### src/rtl/core/qap_pkg.sv
// Shared types and constants for the QAP cost evaluator.
`timescale 1ns / 1ps

package qap_pkg;

  // Item kinds
  localparam logic [1:0] KIND_FLOW    = 2'd0;
  localparam logic [1:0] KIND_DIST    = 2'd1;
  localparam logic [1:0] KIND_PERM    = 2'd2;
  localparam logic [1:0] KIND_COMPUTE = 2'd3;

  // Field widths fixed by the interface
  localparam int COST_W  = 48;
  localparam int SIZE_W  = 6;
  localparam int INDEX_W = 5;
  localparam int ENTRY_W = 16;

  // Permutation entries are kept saturated, wide enough to flag any value above n
  localparam int PERM_W = 7;
  localparam logic [PERM_W-1:0] PERM_SAT = {PERM_W{1'b1}};

  // Reset value of problem_size
  localparam logic [SIZE_W-1:0] SIZE_RESET = 6'd32;

  // Configuration register map
  localparam logic REG_PROBLEM_SIZE = 1'b0;

  // Drain counter covering the datapath from pair issue to accumulator update
  localparam int DRAIN_W = 2;
  localparam logic [DRAIN_W-1:0] DRAIN_LAST = 2'd2;

  // Controller to datapath commands
  typedef struct packed {
    logic clear;
    logic step;
  } cmd_t;

  // Datapath to controller status
  typedef struct packed {
    logic last_pair;
    logic size_zero;
  } sts_t;

endpackage

### src/rtl/core/qap_ctrl.sv
// Sequencer for the QAP cost evaluator: issue pairs, drain, strobe result.
`timescale 1ns / 1ps

module qap_ctrl (
  input  logic          clk,
  input  logic          rst,
  input  logic          start_compute,
  input  qap_pkg::sts_t sts,
  output qap_pkg::cmd_t cmd,
  output logic          busy,
  output logic          result_valid
);

  localparam logic [1:0] ST_IDLE  = 2'd0;
  localparam logic [1:0] ST_RUN   = 2'd1;
  localparam logic [1:0] ST_DRAIN = 2'd2;
  localparam logic [1:0] ST_DONE  = 2'd3;

  logic [1:0]                   state, state_next;
  logic [qap_pkg::DRAIN_W-1:0]  drain_cnt, drain_cnt_next;

  // Next state
  always_comb begin
    state_next     = state;
    drain_cnt_next = drain_cnt;
    unique case (state)
      ST_IDLE: begin
        if (start_compute) begin
          if (sts.size_zero) begin
            state_next     = ST_DRAIN;
            drain_cnt_next = qap_pkg::DRAIN_LAST;
          end else begin
            state_next = ST_RUN;
          end
        end
      end
      ST_RUN: begin
        if (sts.last_pair) begin
          state_next     = ST_DRAIN;
          drain_cnt_next = qap_pkg::DRAIN_LAST;
        end
      end
      ST_DRAIN: begin
        if (drain_cnt == '0) begin
          state_next = ST_DONE;
        end else begin
          drain_cnt_next = drain_cnt - 1'b1;
        end
      end
      ST_DONE: begin
        state_next = ST_IDLE;
      end
      default: begin
        state_next = ST_IDLE;
      end
    endcase
  end

  // State registers
  always_ff @(posedge clk) begin
    if (rst) begin
      state     <= ST_IDLE;
      drain_cnt <= '0;
    end else begin
      state     <= state_next;
      drain_cnt <= drain_cnt_next;
    end
  end

  // Commands and status outputs
  assign cmd.clear    = (state == ST_IDLE) && start_compute;
  assign cmd.step     = (state == ST_RUN);
  assign busy         = (state != ST_IDLE);
  assign result_valid = (state == ST_DONE);

  // Result strobe lasts one cycle
  a_strobe_single: assert property (@(posedge clk) disable iff (rst)
    result_valid |=> !result_valid)
    else $error("result strobe longer than one cycle");

  // Busy only rises after a start
  a_busy_start: assert property (@(posedge clk) disable iff (rst)
    $rose(busy) |-> $past(start_compute))
    else $error("busy rose without a compute start");

  // Result only follows the drain
  a_done_after_drain: assert property (@(posedge clk) disable iff (rst)
    result_valid |-> $past(state) == ST_DRAIN)
    else $error("result strobe without pipeline drain");

  // No pair issued outside a compute
  a_step_busy: assert property (@(posedge clk) disable iff (rst)
    cmd.step |=> busy)
    else $error("pair issue ended without staying busy");

endmodule

### config.mk
export PLATFORM = sky130hd
export DESIGN_NAME = qap_ctrl
export DESIGN_NICKNAME = d
export VERILOG_FILES = /design/src/rtl/core/qap_pkg.sv /design/src/rtl/core/qap_ctrl.sv
export SDC_FILE = /design/constraint.sdc
export NUM_CORES = 1
export LEC_CHECK = 0
export BUFFER_PORTS_ARGS = -buffer_cell sky130_fd_sc_hd__buf_2
export CORE_AREA = 2 2 39 41
export CTS_BUF_LIST = sky130_fd_sc_hd__clkbuf_16
export CTS_CLUSTER_DIAMETER = 40
export DETAILED_ROUTE_END_ITERATION = 8
export DIE_AREA = 0 0 41 43
export PLACE_DENSITY_LB_ADDON = 0.25
export SYNTH_ARGS = -nofsm -noshare
export SYNTH_HDL_FRONTEND = slang
export SYNTH_SLANG_ARGS = --single-unit
export TNS_END_PERCENT = 100
### constraint.sdc
create_clock -name clk -period 2.8 [get_ports clk]
set_clock_uncertainty 0.05 [all_clocks]
set_input_delay 0.84 -clock clk [delete_from_list [all_inputs] [get_ports clk]]
set_output_delay 0.84 -clock clk [all_outputs]
set_load 0.01 [all_outputs]
==> impl_results.md, run 1 <==
- TNS Setup: 0 ps
- Cell with the most instances after synthesis: ha_1
- Skew-Pair Late Insertion Delay: 220 ps
- Clk buf depth: 2
- Final setup viols: 0
- Top_reg_cell synth: dfxtp_1
- Slew @ Worst Pin: 312 ps
- Max Cap Viol: 0
- Die W: 41 um
- Kind of critical path: flop to primary output
- Finished Layout Cells: 64
- N_diodes: 0
- Synthesis-stage register bit count: 4
- Clk slew on worst S/H paths: 30 ps
- Peak supply drop: 0.455 mV
- Internal Power: 394 uW
- Routed len/inst: 9.19 um
- DRT iter0 DRCs: 0
- Reg power frac: 17.2%
- Worst hold path type: flop to flop
- Root Buffer: clkbuf_16
- RSZ-0062 raised after global routing: no
- Area fraction of the dominant cell type after synthesis: 26.5%
- Crit path max fanout: 4
- Number of synthesized flops with an enable pin: 0
- Mapped Nets: 49
- Syn Area/Cell: 8.93 um^2
- Full die area: 1760 um^2
- Net switching share of the total power: 34.6%
- Synth area leaders: ha_1, dfxtp_1, mux2i_1, inv_1, o2111ai_2
- Clock Power Share: 36.0%
- DR vias/cell: 4.34
- # resized after CTS: 0
- Largest net degree at the start of global routing: 6
- Post-layout minimum cycle time: 2120 ps
- P_sw: 209 uW
- Vias in the first global route: 256
- Setup Buffers After CTS: 0
- Logic pwr share: 46.8%
- Max-slew violations: 0
- Initial antenna violation count: 0
- Total global-route track usage: 8.64%
- GRT overflow: 0
- Synth area leader: ha_1
- Worst EP required: 1910 ps
- PD cells: 1300 nW/um^2
- Core ar.: 1380 um^2
- Via count: 278
- Leakage dissipation: 0.000226 uW
- DIE HEIGHT: 43 um
- IO Pins: 9
- H-tree Lvls: 1
- Syn-to-layout area delta: 40.9%
- Layout cells sized above 1: 31.3%
- Fraction of registers with async set/reset: 0%
- # hold bufs at CTS: 0
- Sequential share of the synthesized area: 24.2%
- Initial Util: 23.9%
- Post-Synthesis Cells: 37
- Final-layout fill cell count: 148
- Port Buffers: 8
- Register Area: 80.1 um^2
- Multi-input logic area: 224 um^2
- Synth unique cells: 18
- Dpl cells: 61
- CTS Sinks: 4
- Cts bufs inserted: 3
- Post-synth top cells: ha_1, inv_1, dfxtp_1, mux2i_1
- Nets: 62
- Antenna Violating Nets Remaining: 0
- Synthesis Warnings: 0
- Pre-antenna DRT Iters: 1
- Critical Path End Type: primary output
- Rows: 14
- CP startpoint kind: flop
- Synth Cell Area: 330 um^2
- Worst EP arrival: 1230 ps
- Final Cycle Share: 75.8%
- First-pass GRT wire length: 924 um
- RePlAce Congestion: 0.605
- WL final: 588 um
- Status: finished, final reports clean
- DRC violations left: 0
- Fmax: 471 MHz
- CTS tree: done
- Final hold viol count: 0
- Slew HR: 79.1%
-- area by class of cell --
type                    instances  area share, %
clock buffers                   3           16.1
inverters                       7           5.65
multi-input cells              26           48.1
flip-flops and latches          4           17.2
well taps                      16           4.30
repair buffers                  8           8.60
-- metrics by stage --
stage,setup slack [ps],hold WS [ps],power (uW),cell area (um^2),util [%]
2_1_floorplan,905,394,324,330,-
3_5_place_dp,687,421,390,390,28.2
4_1_cts,659,427,614,465,33.6
5_1_grt,581,483,663,465,33.6
3_3_place_gp,689,425,393,390,28.2
6_report,677,424,603,465,33.6
-- power groups by stage --
stage / Clock, uW / Combinational [uW] / Sequential, uW
after global placement: 0 / 287 / 106
after CTS: 223 / 287 / 105
final: 217 / 282 / 104
after global routing: 230 / 323 / 110
after detailed placement: 0 / 284 / 105
after floorplan: 0 / 225 / 99.3
-- registers in the layout, summed over array words and instances, names as in the netlist --
name	flops
state	2
drain_cnt	2
-- placed cells by master (no fill, tap or decap), drive strengths merged --
cell type  instances
a211o              1
a211oi             1
a21oi              2
and2               1
buf                8
clkbuf             3
dfxtp              4
ha                 7
inv                7
mux2i              3
nand2              1
nand2b             2
nor2               2
nor3               1
o2111ai            1
o21ai              2
o221a              1
or3                1
-- critical path: stages (launching register included) --
cell,delay (ps)
dfxtp_1,370
inv_1,110
ha_1,250
and2_1,140
buf_2,130
-- path summary, 6_finish.rpt --
| path | start | endpoint | slack, ps | depth (start not counted) |
|---|---|---|---|---|
| worst max register to register | state[0] | drain_cnt[0] | 1220 | 6 |
| worst max-delay path | state[0] | cmd[1] | 680 | 4 |
| worst min register to register | drain_cnt[1] | drain_cnt[1] | 420 | 2 |
| worst min-delay path | drain_cnt[1] | drain_cnt[1] | 420 | 2 |
-- cells by family after synthesis --
logic type / share of synthesized area, %
AND/OR/NAND/NOR: 13.3
AO/OA/AOI/OAI: 18.9
buffers and inverters: 7.95
adder cells (fa/ha/maj): 26.5
multiplexers: 9.09
flip-flops: 24.2
-- per-layer routing --
layer	part of all wire [%]	up-vias	track usage (%)
met5	0	-	0
met4	1.5	0	12.0
met3	5.3	2	3.14
met2	47	7	12.5
met1	46	119	7.10
li1	-	150	-
No activity file was read; power rests on OpenSTA's default activity.
==> run 2: changes to the inputs <==
==> constraint.sdc (replaced) <==
create_clock -name clk -period 1.9 [get_ports clk]
set_clock_uncertainty 0.05 [all_clocks]
set_input_delay 0.57 -clock clk [delete_from_list [all_inputs] [get_ports clk]]
set_output_delay 0.57 -clock clk [all_outputs]
set_load 0.01 [all_outputs]
==> run 2 against run 1 <==
  * Via count decreased by 1.1%
  * Flip-flop and latch count unchanged
  * Global-route usage fell by 0.40 points
  * Clock power increased by 47%
  * Highest routed layer is now met3
==> impl_results.md, run 2 (same netlist as run 1, synthesis figures left out) <==
- Worst EP arrival: 1170 ps
- PD cells: 1910 nW/um^2
- GRT overflow: 0
- Critical Path End Type: primary output
- Clk slew on worst S/H paths: 30 ps
- Layout cells sized above 1: 35.4%
- CTS Sinks: 4
- Worst path depth: 4
- Final setup viols: 0
- Fmax: 557 MHz
- TNS Setup: 0 ps
- Routed len/inst: 9.56 um
- Skew-Pair Late Insertion Delay: 220 ps
- Full die area: 1760 um^2
- Cts bufs inserted: 3
- Status: finished, final reports clean
- Die W: 41 um
- Setup Buffers After CTS: 0
- DRC violations left: 0
- Largest regs: drain_cnt: 2 flops, state: 2 flops
- Initial antenna violation count: 0
- Antenna Violating Nets Remaining: 0
- Hold Startpoint: drain_cnt[1]
- Crit path max fanout: 4
- Total power: 895 uW
- DRT iter0 DRCs: 2
- Initial Util: 23.9%
- First-pass GRT wire length: 945 um
- N_diodes: 0
- Register Area: 82.6 um^2
- Worst EP required: 1280 ps
- Crit Reg-Reg Endpoint: drain_cnt[0]
- DR vias/cell: 4.30
- Final-layout fill cell count: 149
- Slowest stage delay, CP: 340 ps
- CP cell instances: inv_1 -> ha_1 -> and2_1 -> buf_2
- CTS tree: done
- Slowest CP cell: dfxtp_2
- Finished Layout Cells: 64
- Most frequent cells in the layout: buf_2, ha_1, inv_1
- Syn-to-layout area delta: 41.7%
- Post-place setup slack: 274 ps
- Rows: 14
- Worst reg2reg setup slack: 380 ps
- Most common cell after layout, fill and taps aside: buf_2
- Leakage dissipation: 0.000227 uW
- Pre-antenna DRT Iters: 2
- Dpl cells: 61
- DIE HEIGHT: 43 um
- CP startpoint kind: flop
- Final Cycle Share: 94.4%
- Largest net degree at the start of global routing: 6
- Multi-input logic area: 224 um^2
- Post-layout minimum cycle time: 1790 ps
- Root Buffer: clkbuf_16
- Peak supply drop: 0.723 mV
- Max Cap Viol: 0
- Final hold viol count: 0
- Worst hold path type: flop to flop
- Total global-route track usage: 8.24%
- RSZ-0062 raised after global routing: no
- Worst Reg-to-Reg Cells: 6
- IO Pins: 9
- R2R Path Start: state[0]
- H-tree Lvls: 1
- RePlAce Congestion: 0.625
- Core ar.: 1380 um^2
- Max-slew violations: 0
- Slew HR: 78.5%
- Port Buffers: 8
- Vias in the first global route: 249
- Nets: 62
- Via count: 275
- Setup ws final: 106 ps
- Kind of critical path: flop to primary output
- Slew @ Worst Pin: 320 ps
- CP top delay family: flip-flops
- CP startpoint: state[0]
- WL final: 612 um
- CP endpoint: cmd[1]
- Buffer and inverter count on the worst path: 2
- Clk buf depth: 2
-- run 2: final cells by class --
type	instances	share of cell area, %
sequential	4	17.6
tap	16	4.28
multi-input combinational	26	47.9
timing repair buffer	8	8.56
clock buffer	3	16.0
inverter	7	5.61
-- run 2: what timing repair did --
item / 4_1_cts / 5_1_grt
hold buffers: 0 / 0
endpoints found under the setup margin: 0 / 1
gates resized for setup: 0 / 2
endpoints found under the hold margin: 0 / 0
-- run 2: worst min-delay path by stage --
stage,endpoint,slack [ps],depth (start not counted)
4_1_cts,drain_cnt[1],430,2
6_report,drain_cnt[1],420,2
2_1_floorplan,drain_cnt[1],390,2
5_1_grt,drain_cnt[0],480,2
3_3_place_gp,drain_cnt[1],420,2
3_5_place_dp,drain_cnt[1],420,2
-- run 2: worst reg2reg max path, stage by stage, from the launching register on --
cell	delay, ps
dfxtp_2	340
inv_1	90
ha_1	250
inv_2	90
o2111ai_2	160
or3_1	330
a21oi_1	140
-- run 2: through the flow --
step	cell area [um^2]	hold slack, ps	util [%]
after detailed placement	390	425	28.2
final	468	421	33.8
after global placement	390	419	28.2
after global routing	468	483	33.8
after floorplan	330	394	-
after CTS	465	430	33.6
-- run 2: layer usage --
layer  track usage, %  share of wire (%)  routed length [um]
met4             8.00                  0                   0
met1             10.0                 47                 289
met3             1.57                6.0                  37
met5                0                  0                   0
met2             11.3                 47                 285
-- run 2: power by group --
part,total (uW),switching [uW],internal (uW)
clock,319,51.3,268
sequential,156,30.2,126
combinational,419,228,191
total,895,310,586
